[config.mk]
export PLATFORM = sky130hd
export DESIGN_NAME = selective_repeat_receiver_window_core
export DESIGN_NICKNAME = d
export VERILOG_FILES = /design/src/rtl/core/srrw_pkg.sv /design/src/rtl/core/selective_repeat_receiver_window_core.sv /design/src/rtl/core/srrw_slot_ram.sv /design/src/rtl/core/srrw_out_reg.sv /design/src/rtl/core/srrw_ctrl.sv
export VERILOG_INCLUDE_DIRS = /design/src /design/src/rtl/core
export SDC_FILE = /design/constraint.sdc
export NUM_CORES = 2
export LEC_CHECK = 0
export BUFFER_PORTS_ARGS = -buffer_cell sky130_fd_sc_hd__buf_2
export CELL_PAD_IN_SITES_DETAIL_PLACEMENT = 1
export CELL_PAD_IN_SITES_GLOBAL_PLACEMENT = 2
export CORE_ASPECT_RATIO = 1.25
export CORE_MARGIN = 10
export CORE_UTILIZATION = 48
export CTS_BUF_LIST = sky130_fd_sc_hd__clkbuf_16
export DETAILED_ROUTE_END_ITERATION = 10
export PLACE_DENSITY_LB_ADDON = 0.1
export SLEW_MARGIN = 5
export SYNTH_ARGS = -nofsm -noshare
export SYNTH_HDL_FRONTEND = slang
export SYNTH_HIERARCHICAL = 1
export SYNTH_SLANG_ARGS = --single-unit
export TNS_END_PERCENT = 30
[constraint.sdc]
create_clock -name aclk -period 9.4 [get_ports aclk]
set_input_delay 0.94 -clock aclk [delete_from_list [all_inputs] [get_ports aclk]]
set_output_delay 0.94 -clock aclk [all_outputs]
set_load 0.01 [all_outputs]
[src/rtl/core/selective_repeat_receiver_window_core_macros.svh]
// Assertion macros for the selective-repeat receiver window core.
// Included by the modules that carry concurrent checks; no other dependencies.
`ifndef SELECTIVE_REPEAT_RECEIVER_WINDOW_CORE_MACROS_SVH
`define SELECTIVE_REPEAT_RECEIVER_WINDOW_CORE_MACROS_SVH
`ifndef SYNTHESIS
`define SRRW_ASSERT(name, clk, rstn, prop) \
    name: assert property (@(posedge clk) disable iff (!rstn) prop) \
        else $error("srrw: property violated");
`define SRRW_NEVER(name, clk, rstn, cond) \
    name: assert property (@(posedge clk) disable iff (!rstn) !(cond)) \
        else $error("srrw: forbidden condition");
`else
`define SRRW_ASSERT(name, clk, rstn, prop)
`define SRRW_NEVER(name, clk, rstn, cond)
`endif
`endif

[src/rtl/core/srrw_pkg.sv]
// Shared constants, codes and types of the selective-repeat receiver window core.
// No dependencies; used by the top level, srrw_ctrl and srrw_out_reg.
package srrw_pkg;

    localparam int WINDOW  = 32;                    // power of two
    localparam int MAX_RES = 32;                    // results per item
    localparam int IDX_W   = $clog2(WINDOW);
    localparam int CNT_W   = $clog2(WINDOW + 1);
    localparam int GAP_W   = $clog2(MAX_RES);
    localparam int SEQ_W   = 31;
    localparam int SRC_W   = 32;
    localparam int NUM_W   = 32;
    localparam int TAG_W   = NUM_W - IDX_W;         // window index, base = tag * WINDOW
    localparam int IN_DATA_W  = ((SEQ_W + SRC_W + 7) / 8) * 8;
    localparam int OUT_DATA_W = ((NUM_W + 2 + 7) / 8) * 8;

    typedef enum logic [1:0] {
        REQ_DATA  = 2'd0,
        REQ_START = 2'd1,
        REQ_TICK  = 2'd2
    } req_t;

    typedef enum logic [1:0] {
        RPL_ACK    = 2'd0,
        RPL_NACK   = 2'd1,
        RPL_REJECT = 2'd2
    } reply_t;

    typedef enum logic [2:0] {
        ST_IDLE,
        ST_DECIDE,
        ST_GAP,
        ST_FULL,
        ST_SCAN_RD,
        ST_SCAN_EV,
        ST_SCAN_END,
        ST_TACK
    } state_t;

    typedef struct packed {
        logic               valid;
        reply_t             kind;
        logic [NUM_W-1:0]   num;
        logic               win_done;
        logic               xfer_done;
        logic               last;
    } emit_t;

endpackage

[src/rtl/core/selective_repeat_receiver_window_core.sv]
// Top level of the selective-repeat receiver window core.
// Depends on srrw_pkg, srrw_slot_ram, srrw_ctrl and srrw_out_reg.
//
//  channel | dir | tdata (low bit up)                     | tuser       | tlast
//  s_      | in  | seq_no[30:0], source_id[62:31]         | req_type    | end_marker
//  m_      | out | reply_number[31:0], window_done,       | reply_kind  | last
//          |     | transfer_done                          |             |
//
// A frame passes a slot-tag read and a decide step, then emits one NACK per gap and
// an ACK for a full window; a timeout reads and evaluates each scanned slot in turn.
// The slot-tag memory read is registered, and a single result register holds each reply.
// Synchronous active-low reset; no clearing pass, slots are tagged per window.
// A stalled master side holds the sequencer; s_tready is high only between items.
module selective_repeat_receiver_window_core (
    input  logic                              aclk,
    input  logic                              aresetn,
    input  logic                              s_tvalid,
    output logic                              s_tready,
    input  logic [srrw_pkg::IN_DATA_W-1:0]    s_tdata,   // seq_no, source_id
    input  logic [1:0]                        s_tuser,   // req_type
    input  logic                              s_tlast,   // end_marker
    output logic                              m_tvalid,
    input  logic                              m_tready,
    output logic [srrw_pkg::OUT_DATA_W-1:0]   m_tdata,   // reply_number, window_done, transfer_done
    output logic [1:0]                        m_tuser,   // reply_kind
    output logic                              m_tlast
);

    srrw_pkg::emit_t                 emit;
    logic                            out_take;
    logic                            ram_we;
    logic [srrw_pkg::IDX_W-1:0]      ram_waddr;
    logic [srrw_pkg::TAG_W-1:0]      ram_wdata;
    logic                            ram_re;
    logic [srrw_pkg::IDX_W-1:0]      ram_raddr;
    logic [srrw_pkg::TAG_W-1:0]      ram_rdata;

    srrw_slot_ram #(
        .DEPTH (srrw_pkg::WINDOW),
        .WIDTH (srrw_pkg::TAG_W)
    ) u_slot_ram (
        .aclk  (aclk),
        .we    (ram_we),
        .waddr (ram_waddr),
        .wdata (ram_wdata),
        .re    (ram_re),
        .raddr (ram_raddr),
        .rdata (ram_rdata)
    );

    srrw_ctrl u_ctrl (
        .aclk      (aclk),
        .aresetn   (aresetn),
        .in_valid  (s_tvalid),
        .in_ready  (s_tready),
        .in_req    (s_tuser),
        .in_seq    (s_tdata[srrw_pkg::SEQ_W-1:0]),
        .in_src    (s_tdata[srrw_pkg::SEQ_W+srrw_pkg::SRC_W-1:srrw_pkg::SEQ_W]),
        .in_eof    (s_tlast),
        .out_take  (out_take),
        .emit      (emit),
        .ram_we    (ram_we),
        .ram_waddr (ram_waddr),
        .ram_wdata (ram_wdata),
        .ram_re    (ram_re),
        .ram_raddr (ram_raddr),
        .ram_rdata (ram_rdata)
    );

    srrw_out_reg u_out_reg (
        .aclk     (aclk),
        .aresetn  (aresetn),
        .emit     (emit),
        .take     (out_take),
        .m_tvalid (m_tvalid),
        .m_tready (m_tready),
        .m_tdata  (m_tdata),
        .m_tuser  (m_tuser),
        .m_tlast  (m_tlast)
    );

endmodule

[src/rtl/core/srrw_slot_ram.sv]
// Generic single-write, single-read synchronous RAM with registered read data.
// No dependencies.
module srrw_slot_ram #(
    parameter int DEPTH = 32,
    parameter int WIDTH = 8
) (
    input  logic                     aclk,
    input  logic                     we,
    input  logic [$clog2(DEPTH)-1:0] waddr,
    input  logic [WIDTH-1:0]         wdata,
    input  logic                     re,
    input  logic [$clog2(DEPTH)-1:0] raddr,
    output logic [WIDTH-1:0]         rdata
);

    logic [WIDTH-1:0] mem [DEPTH];
    logic [WIDTH-1:0] rdata_reg;

    always_ff @(posedge aclk) begin
        if (we) begin
            mem[waddr] <= wdata;
        end
        if (re) begin
            rdata_reg <= mem[raddr];
        end
    end

    assign rdata = rdata_reg;

endmodule

[src/rtl/core/srrw_out_reg.sv]
// Result register: holds one item for the master side and frees the sequencer.
// Depends on srrw_pkg (emit_t, widths).
module srrw_out_reg (
    input  logic                             aclk,
    input  logic                             aresetn,
    input  srrw_pkg::emit_t                  emit,
    output logic                             take,
    output logic                             m_tvalid,
    input  logic                             m_tready,
    output logic [srrw_pkg::OUT_DATA_W-1:0]  m_tdata,   // reply_number, window_done, transfer_done
    output logic [1:0]                       m_tuser,   // reply_kind
    output logic                             m_tlast
);

    logic                        valid_reg;
    logic [srrw_pkg::NUM_W-1:0]  num_reg;
    srrw_pkg::reply_t            kind_reg;
    logic                        wd_reg;
    logic                        td_reg;
    logic                        last_reg;

    assign take = !valid_reg || m_tready;

    always_ff @(posedge aclk) begin
        if (!aresetn) begin
            valid_reg <= 1'b0;
        end else if (take) begin
            valid_reg <= emit.valid;
        end
    end

    always_ff @(posedge aclk) begin
        if (take && emit.valid) begin
            num_reg  <= emit.num;
            kind_reg <= emit.kind;
            wd_reg   <= emit.win_done;
            td_reg   <= emit.xfer_done;
            last_reg <= emit.last;
        end
    end

    assign m_tvalid = valid_reg;
    assign m_tdata  = {{(srrw_pkg::OUT_DATA_W - srrw_pkg::NUM_W - 2){1'b0}},
                       td_reg, wd_reg, num_reg};
    assign m_tuser  = kind_reg;
    assign m_tlast  = last_reg;

endmodule

[src/rtl/core/srrw_ctrl.sv]
// Window sequencer: session registers, slot-tag read/modify/write, gap and timeout scans.
// Depends on srrw_pkg and the assertion macro header.
`include "selective_repeat_receiver_window_core_macros.svh"
module srrw_ctrl (
    input  logic                           aclk,
    input  logic                           aresetn,
    input  logic                           in_valid,
    output logic                           in_ready,
    input  logic [1:0]                     in_req,
    input  logic [srrw_pkg::SEQ_W-1:0]     in_seq,
    input  logic [srrw_pkg::SRC_W-1:0]     in_src,
    input  logic                           in_eof,
    input  logic                           out_take,
    output srrw_pkg::emit_t                emit,
    output logic                           ram_we,
    output logic [srrw_pkg::IDX_W-1:0]     ram_waddr,
    output logic [srrw_pkg::TAG_W-1:0]     ram_wdata,
    output logic                           ram_re,
    output logic [srrw_pkg::IDX_W-1:0]     ram_raddr,
    input  logic [srrw_pkg::TAG_W-1:0]     ram_rdata
);

    localparam int IDX_W = srrw_pkg::IDX_W;
    localparam int CNT_W = srrw_pkg::CNT_W;
    localparam int GAP_W = srrw_pkg::GAP_W;
    localparam int SEQ_W = srrw_pkg::SEQ_W;
    localparam int SRC_W = srrw_pkg::SRC_W;
    localparam int NUM_W = srrw_pkg::NUM_W;
    localparam int TAG_W = srrw_pkg::TAG_W;

    srrw_pkg::state_t state_reg, state_next;

    logic [SRC_W-1:0]             sender_reg, sender_next;
    logic [srrw_pkg::WINDOW-1:0]  written_reg, written_next;
    logic [TAG_W-1:0]             tag_reg, tag_next;
    logic [NUM_W-1:0]             ne_reg, ne_next;
    logic [CNT_W-1:0]             fc_reg, fc_next;
    logic                         awaiting_reg, awaiting_next;
    logic                         end_seen_reg, end_seen_next;
    logic                         closed_reg, closed_next;
    logic [GAP_W-1:0]             gap_left_reg, gap_left_next;
    logic                         full_reg, full_next;
    logic                         pend_valid_reg, pend_valid_next;

    logic [SEQ_W-1:0]             seq_reg, seq_next;
    logic [SRC_W-1:0]             src_reg, src_next;
    logic                         eof_reg, eof_next;
    logic [NUM_W-1:0]             gap_num_reg, gap_num_next;
    logic [NUM_W-1:0]             pend_num_reg, pend_num_next;
    logic [CNT_W-1:0]             scan_k_reg, scan_k_next;
    logic [CNT_W-1:0]             scan_len_reg, scan_len_next;

    // frame decision
    logic [NUM_W-1:0]  lo;
    logic [NUM_W-1:0]  win_last;
    logic [IDX_W-1:0]  d_idx;
    logic              d_filled;
    logic              d_in_win;
    logic              d_accept;
    logic [CNT_W-1:0]  d_fc;
    logic              d_full;
    logic [NUM_W-1:0]  d_seq;
    logic              d_gap_en;
    logic [NUM_W-1:0]  d_diff;
    logic [GAP_W-1:0]  d_gcount;
    // timeout scan
    logic [IDX_W-1:0]  s_idx;
    logic              s_free;
    logic [NUM_W-1:0]  s_num;
    logic [CNT_W-1:0]  s_k_inc;
    logic [NUM_W-1:0]  t_span;
    logic [CNT_W-1:0]  t_len;
    logic [NUM_W-1:0]  t_ack;
    logic              t_adv;
    logic              td_now;

    assign lo       = {tag_reg, {IDX_W{1'b0}}};
    assign win_last = {tag_reg, {IDX_W{1'b1}}};
    assign td_now   = end_seen_reg && !closed_reg;

    assign d_idx    = seq_reg[IDX_W-1:0];
    assign d_filled = written_reg[d_idx] && (ram_rdata == tag_reg);
    assign d_in_win = TAG_W'(seq_reg[SEQ_W-1:IDX_W]) == tag_reg;
    assign d_accept = !d_filled && d_in_win;
    assign d_fc     = fc_reg + CNT_W'(d_accept);
    assign d_full   = d_fc == CNT_W'(srrw_pkg::WINDOW);
    assign d_seq    = NUM_W'(seq_reg);
    assign d_gap_en = d_accept && !eof_reg && (d_seq >= ne_reg);
    assign d_diff   = d_seq - ne_reg;
    assign d_gcount = !d_gap_en ? '0 :
                      (d_diff > NUM_W'(srrw_pkg::MAX_RES - 1)) ?
                      GAP_W'(srrw_pkg::MAX_RES - 1) : d_diff[GAP_W-1:0];

    assign s_idx   = scan_k_reg[IDX_W-1:0];
    assign s_free  = !(written_reg[s_idx] && (ram_rdata == tag_reg));
    assign s_num   = lo + NUM_W'(scan_k_reg);
    assign s_k_inc = scan_k_reg + CNT_W'(1);
    assign t_span  = ne_reg - lo;
    assign t_len   = (t_span > NUM_W'(srrw_pkg::WINDOW)) ?
                     CNT_W'(srrw_pkg::WINDOW) : t_span[CNT_W-1:0];
    assign t_ack   = ne_reg - NUM_W'(1);
    assign t_adv   = t_ack == win_last;

    always_ff @(posedge aclk) begin
        if (!aresetn) begin
            state_reg <= srrw_pkg::ST_IDLE;
        end else begin
            state_reg <= state_next;
        end
    end

    always_ff @(posedge aclk) begin
        if (!aresetn) begin
            sender_reg     <= '0;
            written_reg    <= '0;
            tag_reg        <= '0;
            ne_reg         <= '0;
            fc_reg         <= '0;
            awaiting_reg   <= 1'b1;
            end_seen_reg   <= 1'b0;
            closed_reg     <= 1'b0;
            gap_left_reg   <= '0;
            full_reg       <= 1'b0;
            pend_valid_reg <= 1'b0;
        end else begin
            sender_reg     <= sender_next;
            written_reg    <= written_next;
            tag_reg        <= tag_next;
            ne_reg         <= ne_next;
            fc_reg         <= fc_next;
            awaiting_reg   <= awaiting_next;
            end_seen_reg   <= end_seen_next;
            closed_reg     <= closed_next;
            gap_left_reg   <= gap_left_next;
            full_reg       <= full_next;
            pend_valid_reg <= pend_valid_next;
        end
    end

    always_ff @(posedge aclk) begin
        seq_reg      <= seq_next;
        src_reg      <= src_next;
        eof_reg      <= eof_next;
        gap_num_reg  <= gap_num_next;
        pend_num_reg <= pend_num_next;
        scan_k_reg   <= scan_k_next;
        scan_len_reg <= scan_len_next;
    end

    always_comb begin
        state_next      = state_reg;
        sender_next     = sender_reg;
        written_next    = written_reg;
        tag_next        = tag_reg;
        ne_next         = ne_reg;
        fc_next         = fc_reg;
        awaiting_next   = awaiting_reg;
        end_seen_next   = end_seen_reg;
        closed_next     = closed_reg;
        gap_left_next   = gap_left_reg;
        full_next       = full_reg;
        pend_valid_next = pend_valid_reg;
        seq_next        = seq_reg;
        src_next        = src_reg;
        eof_next        = eof_reg;
        gap_num_next    = gap_num_reg;
        pend_num_next   = pend_num_reg;
        scan_k_next     = scan_k_reg;
        scan_len_next   = scan_len_reg;

        in_ready  = 1'b0;
        emit      = '0;
        ram_we    = 1'b0;
        ram_waddr = d_idx;
        ram_wdata = tag_reg;
        ram_re    = 1'b0;
        ram_raddr = in_seq[IDX_W-1:0];

        unique case (state_reg)
            srrw_pkg::ST_IDLE: begin
                in_ready = 1'b1;
                if (in_valid) begin
                    seq_next = in_seq;
                    src_next = in_src;
                    eof_next = in_eof;
                    unique case (srrw_pkg::req_t'(in_req))
                        srrw_pkg::REQ_DATA, srrw_pkg::REQ_START: begin
                            ram_re     = 1'b1;
                            state_next = srrw_pkg::ST_DECIDE;
                        end
                        srrw_pkg::REQ_TICK: begin
                            if (!awaiting_reg) begin
                                if (ne_reg > lo) begin
                                    scan_k_next     = '0;
                                    scan_len_next   = t_len;
                                    pend_valid_next = 1'b0;
                                    state_next      = srrw_pkg::ST_SCAN_RD;
                                end else begin
                                    state_next = srrw_pkg::ST_TACK;
                                end
                            end
                        end
                        default: ;
                    endcase
                end
            end

            srrw_pkg::ST_DECIDE: begin
                priority if (end_seen_reg && closed_reg) begin
                    // finished session: restart from this frame
                    emit.valid = 1'b1;
                    emit.kind  = srrw_pkg::RPL_ACK;
                    emit.num   = d_seq;
                    emit.last  = 1'b1;
                    if (out_take) begin
                        sender_next   = src_reg;
                        awaiting_next = 1'b0;
                        written_next  = '0;
                        tag_next      = '0;
                        ne_next       = '0;
                        fc_next       = '0;
                        end_seen_next = 1'b0;
                        closed_next   = 1'b0;
                        state_next    = srrw_pkg::ST_IDLE;
                    end
                end else if (!awaiting_reg && (src_reg != sender_reg)) begin
                    emit.valid = 1'b1;
                    emit.kind  = srrw_pkg::RPL_REJECT;
                    emit.last  = 1'b1;
                    if (out_take) begin
                        state_next = srrw_pkg::ST_IDLE;
                    end
                end else if (awaiting_reg) begin
                    emit.valid = 1'b1;
                    emit.kind  = srrw_pkg::RPL_ACK;
                    emit.num   = d_seq;
                    emit.last  = 1'b1;
                    if (out_take) begin
                        sender_next   = src_reg;
                        awaiting_next = 1'b0;
                        state_next    = srrw_pkg::ST_IDLE;
                    end
                end else begin
                    if (d_accept) begin
                        ram_we              = 1'b1;
                        written_next[d_idx] = 1'b1;
                        fc_next             = d_fc;
                        if (eof_reg) begin
                            end_seen_next = 1'b1;
                            ne_next       = d_seq + NUM_W'(1);
                        end else if (d_gap_en) begin
                            ne_next = d_seq + NUM_W'(1);
                        end
                    end
                    gap_num_next  = ne_reg;
                    gap_left_next = d_gcount;
                    full_next     = d_full;
                    if (d_gcount != '0) begin
                        state_next = srrw_pkg::ST_GAP;
                    end else if (d_full) begin
                        state_next = srrw_pkg::ST_FULL;
                    end else begin
                        state_next = srrw_pkg::ST_IDLE;
                    end
                end
            end

            srrw_pkg::ST_GAP: begin
                emit.valid = 1'b1;
                emit.kind  = srrw_pkg::RPL_NACK;
                emit.num   = gap_num_reg;
                emit.last  = (gap_left_reg == GAP_W'(1)) && !full_reg;
                if (out_take) begin
                    gap_num_next  = gap_num_reg + NUM_W'(1);
                    gap_left_next = gap_left_reg - GAP_W'(1);
                    if (gap_left_reg == GAP_W'(1)) begin
                        state_next = full_reg ? srrw_pkg::ST_FULL : srrw_pkg::ST_IDLE;
                    end
                end
            end

            srrw_pkg::ST_FULL: begin
                // full window: cumulative ack at the top slot, window moves on
                emit.valid     = 1'b1;
                emit.kind      = srrw_pkg::RPL_ACK;
                emit.num       = win_last;
                emit.win_done  = 1'b1;
                emit.xfer_done = td_now;
                emit.last      = 1'b1;
                if (out_take) begin
                    closed_next = closed_reg || td_now;
                    tag_next    = tag_reg + TAG_W'(1);
                    fc_next     = '0;
                    state_next  = srrw_pkg::ST_IDLE;
                end
            end

            srrw_pkg::ST_SCAN_RD: begin
                ram_re     = 1'b1;
                ram_raddr  = s_idx;
                state_next = srrw_pkg::ST_SCAN_EV;
            end

            srrw_pkg::ST_SCAN_EV: begin
                // one free slot is held back so the final nack can carry last
                if (s_free && pend_valid_reg) begin
                    emit.valid = 1'b1;
                    emit.kind  = srrw_pkg::RPL_NACK;
                    emit.num   = pend_num_reg;
                end
                if (!(s_free && pend_valid_reg) || out_take) begin
                    if (s_free) begin
                        pend_valid_next = 1'b1;
                        pend_num_next   = s_num;
                    end
                    scan_k_next = s_k_inc;
                    state_next  = (s_k_inc == scan_len_reg) ?
                                  srrw_pkg::ST_SCAN_END : srrw_pkg::ST_SCAN_RD;
                end
            end

            srrw_pkg::ST_SCAN_END: begin
                if (pend_valid_reg) begin
                    emit.valid = 1'b1;
                    emit.kind  = srrw_pkg::RPL_NACK;
                    emit.num   = pend_num_reg;
                    emit.last  = 1'b1;
                    if (out_take) begin
                        pend_valid_next = 1'b0;
                        state_next      = srrw_pkg::ST_IDLE;
                    end
                end else begin
                    state_next = srrw_pkg::ST_TACK;
                end
            end

            srrw_pkg::ST_TACK: begin
                emit.valid     = 1'b1;
                emit.kind      = srrw_pkg::RPL_ACK;
                emit.num       = t_ack;
                emit.win_done  = t_adv;
                emit.xfer_done = td_now;
                emit.last      = 1'b1;
                if (out_take) begin
                    closed_next = closed_reg || td_now;
                    if (t_adv) begin
                        tag_next = tag_reg + TAG_W'(1);
                        fc_next  = '0;
                    end
                    state_next = srrw_pkg::ST_IDLE;
                end
            end

            default: begin
                state_next = srrw_pkg::ST_IDLE;
            end
        endcase
    end

    `SRRW_ASSERT(a_wait_clean, aclk, aresetn, awaiting_reg |-> (fc_reg == '0 && written_reg == '0))
    `SRRW_ASSERT(a_closed_end, aclk, aresetn, closed_reg |-> end_seen_reg)
    `SRRW_NEVER(a_fc_range, aclk, aresetn, fc_reg > CNT_W'(srrw_pkg::WINDOW))
    `SRRW_ASSERT(a_adv_clear, aclk, aresetn, (state_reg == srrw_pkg::ST_FULL && out_take) |=> (fc_reg == '0))
    `SRRW_ASSERT(a_scan_k, aclk, aresetn, (state_reg == srrw_pkg::ST_SCAN_EV) |-> (scan_k_reg < scan_len_reg))

endmodule
==> out/metrics.cfg <==
[status]
status=complete, no violations

[synthesis]
ys_types=99
netlist_instances=4273
ys_async_sr_fraction_pct=0
synth_ff_type=edfxtp_1
synth_enable_flop_cells=1068
syn-cell-area_sq_mm=0.0556
yosysWarnings=6
yosysSeqAreaShare_pct=62.8
avgSynthCellArea_sq_um=13.0
ys_ff_latch=1211

[timing]
hold_slack_ns=0.348
hold_violations=0
min_period_over_period_pct=63.6
finalMaxSlewViolations=0
skew_ns=0.0779
report.final.setup_viol=0
rsz0062_at_grt=false
worst_pin_slew_ns=1.27
final.setup.tns_ns=0
relSlewSlack_pct=14.9
fin_crit_ns=5.98
max_freq_mhz=167

[die]
die_x_um=324
ios=116
initial_utilization_pct=48.4
core_sq_mm=0.115
die_h_um=401
fp-row-count=139
dieArea_sq_mm=0.130

[global_routing]
grt_max_degree=85
grt_pass1_wl_um=249000
grt_usage_pct=25.3
antenna_found_initial=3
grt_pass1_vias=37850
grt_overflow=0

[clock_network]
post_cts_resized=0
cts.clk_slew.worst_paths_ns=0.06
cts_tree=built
cts-root-buf=clkbuf_16
clkLatencyLatePin_ns=0.79
post-cts-setup-buffers=0
ctsHtreeMaxLevel=3
postCtsHoldBufs=0
cts_made_buffers=118
clock-sinks=1211
cts_buffer_depth=3

[layout]
top_register=u_slot_ram/mem
stdcell_count=5999
syn2layout_area_growth_pct=10.9
n_antenna_cell=0
largest_register_ffs=864
drive_above_1_share_pct=11.5
fin_nets=4490

[routing]
firstDrtPassIters=9
viasPerCell=6.04
wl_per_cell_um=28.1
vias=36217
drc=0
wl_um=169000
detail-route-antenna-nets=0
drtIter0Drc=2738

[critical_path]
r2r_slack_ns=3.42
endpoint_kind=register
r2r_cells=11
path_depth=11
cp_num_buf_inv=1
cp_max_fo=11
critical_path_arrival_ns=6.61
r2r_start=u_ctrl/ne_reg[5]
cpPeakStageDelay_ns=1.07
path_cells=nor4_1 -> nand4_1 -> o311ai_0 -> buf_4 -> o311ai_0 -> a2111oi_0 -> nand4_1 -> o31ai_4 -> nand3_2 -> or4_1 -> a21oi_1
cp.required_ns=10.03
r2r-end=u_ctrl/ram_wdata[12]
crit_path_start_kind=register
crit_family=simple AND/OR/NAND/NOR gates
crit_path_top_delay_cell=nor4_1
criticalPathCategory=reg -> reg

[pwr]
p_per_area_mw_per_mm2=216
clock_power_share_pct=35.8
leakage_nw=20.9
swShare_pct=28.6
vdd_drop_max_mv=0.170
p_int_mw=9.49
p_comb_share_pct=16.4
p_switching_mw=3.81
p_seq_share_pct=47.8

[hold_path]
min_from=s_tdata[33]
min_to=u_ctrl/src_reg[2]
holdPathStages=1
holdCritPathClass=in -> reg

[placement]
dpl.hpwl_um=111000
place_congestion=0.915
dp.cells=5776
io_buffers=108

[flow_run]
drv_cap=0

## power groups by stage
stage / clock, mW / combinational, mW / sequential [mW]
final: 4.76 / 2.18 / 6.35
after global routing: 5.09 / 2.35 / 6.38
after CTS: 4.87 / 2.19 / 6.35
after detailed placement: 0 / 2.18 / 6.46
after global placement: 0 / 2.15 / 6.46
after floorplan: 0 / 1.43 / 6.41
## metal layers
| layer | routed length [um] | GRT usage (%) |
|---|---|---|
| met5 | 16 | 0 |
| met3 | 6800 | 2.88 |
| met4 | 7020 | 10.8 |
| met1 | 66600 | 29.8 |
| met2 | 88400 | 46.1 |
## Yosys cell counts, types with 28 or more instances
| cell type | number | area, sq um |
|---|---|---|
| edfxtp_1 | 1068 | 32100 |
| mux2i_1 | 442 | 4420 |
| nand2_1 | 361 | 1360 |
| a21oi_1 | 232 | 1160 |
| nor2_1 | 206 | 773 |
| clkbuf_1 | 151 | 567 |
| nand3_1 | 150 | 751 |
| dfxtp_1 | 143 | 2860 |
| xnor2_1 | 140 | 1230 |
| xor2_1 | 124 | 1090 |
| o21ai_0 | 120 | 601 |
| inv_1 | 97 | 364 |
| a22o_1 | 91 | 797 |
| a22oi_1 | 90 | 676 |
| nor3_1 | 87 | 435 |
| ha_1 | 72 | 901 |
| nor4_1 | 57 | 357 |
| nand4_1 | 56 | 350 |
| buf_4 | 46 | 345 |
| a31oi_1 | 40 | 250 |
| o211ai_1 | 40 | 300 |
| a222oi_1 | 28 | 280 |
## cells by family after synthesis
kind of cell / Yosys count / share of synthesized area [%]
AND/OR/NAND/NOR: 1099 / 9.58
multiplexers: 469 / 8.87
adder cells (fa/ha/maj): 74 / 1.69
other: 1 / 0.00674
buffers and inverters: 360 / 3.18
XOR/XNOR: 267 / 4.28
AO/OA/AOI/OAI: 792 / 9.57
flip-flops: 1211 / 62.8
## through the flow
step / power, mW / utilization [%] / worst slack (ns) / instance area (sq um)
floorplan: 7.84 / - / 4.82 / 55600
global placement: 8.61 / 50.2 / 3.70 / 57800
detailed placement: 8.64 / 50.2 / 3.56 / 57800
CTS: 13.4 / 53.6 / 3.52 / 61600
global route: 13.8 / 53.6 / 3.38 / 61600
finish: 13.3 / 53.6 / 3.42 / 61600
## layout make-up
type / count / area, sq um
Fill cell: 11376 / 53300
Sequential cell: 1211 / 34900
Multi-Input combinational cell: 2707 / 19200
Clock buffer: 119 / 2980
Tap cell: 1551 / 1940
Timing Repair Buffer: 205 / 1290
Clock inverter: 104 / 900
Inverter: 102 / 383
## worst max-delay path by stage
stage / startpoint / to / slack [ns]
after detailed placement: u_ctrl/ne_reg[5] / u_ctrl/ram_wdata[12] / 3.56
final: u_ctrl/ne_reg[5] / u_ctrl/ram_wdata[12] / 3.42
after global placement: u_ctrl/ne_reg[5] / u_ctrl/ram_wdata[12] / 3.70
after global routing: u_ctrl/ne_reg[5] / u_ctrl/ram_wdata[14] / 3.38
after floorplan: u_ctrl/ram_wdata[6] / u_ctrl/scan_len_reg[5] / 4.82
after CTS: u_ctrl/ne_reg[5] / u_ctrl/ram_wdata[12] / 3.52
## cell usage in the layout (no fill, tap or decap), drive strengths merged, types with 92 or more instances in the layout
cell type and n:
nand2 362, nor2 207, a22o 92, nand3 152
buf 205, edfxtp 1068, xnor2 140, mux2i 442
inv 118, clkbuf 119, dfxtp 143, a21oi 232
xor2 124, o21ai 120
## worst register-to-register path, delay by kind of cell (launching register included)
family                 cells  cell delay, ns
flip-flops                 1            0.43
AO/OA/AOI/OAI              5            2.32
buffers and inverters      1            0.22
AND/OR/NAND/NOR            5            2.91
Note: power is estimated with default switching activity, not from simulation.
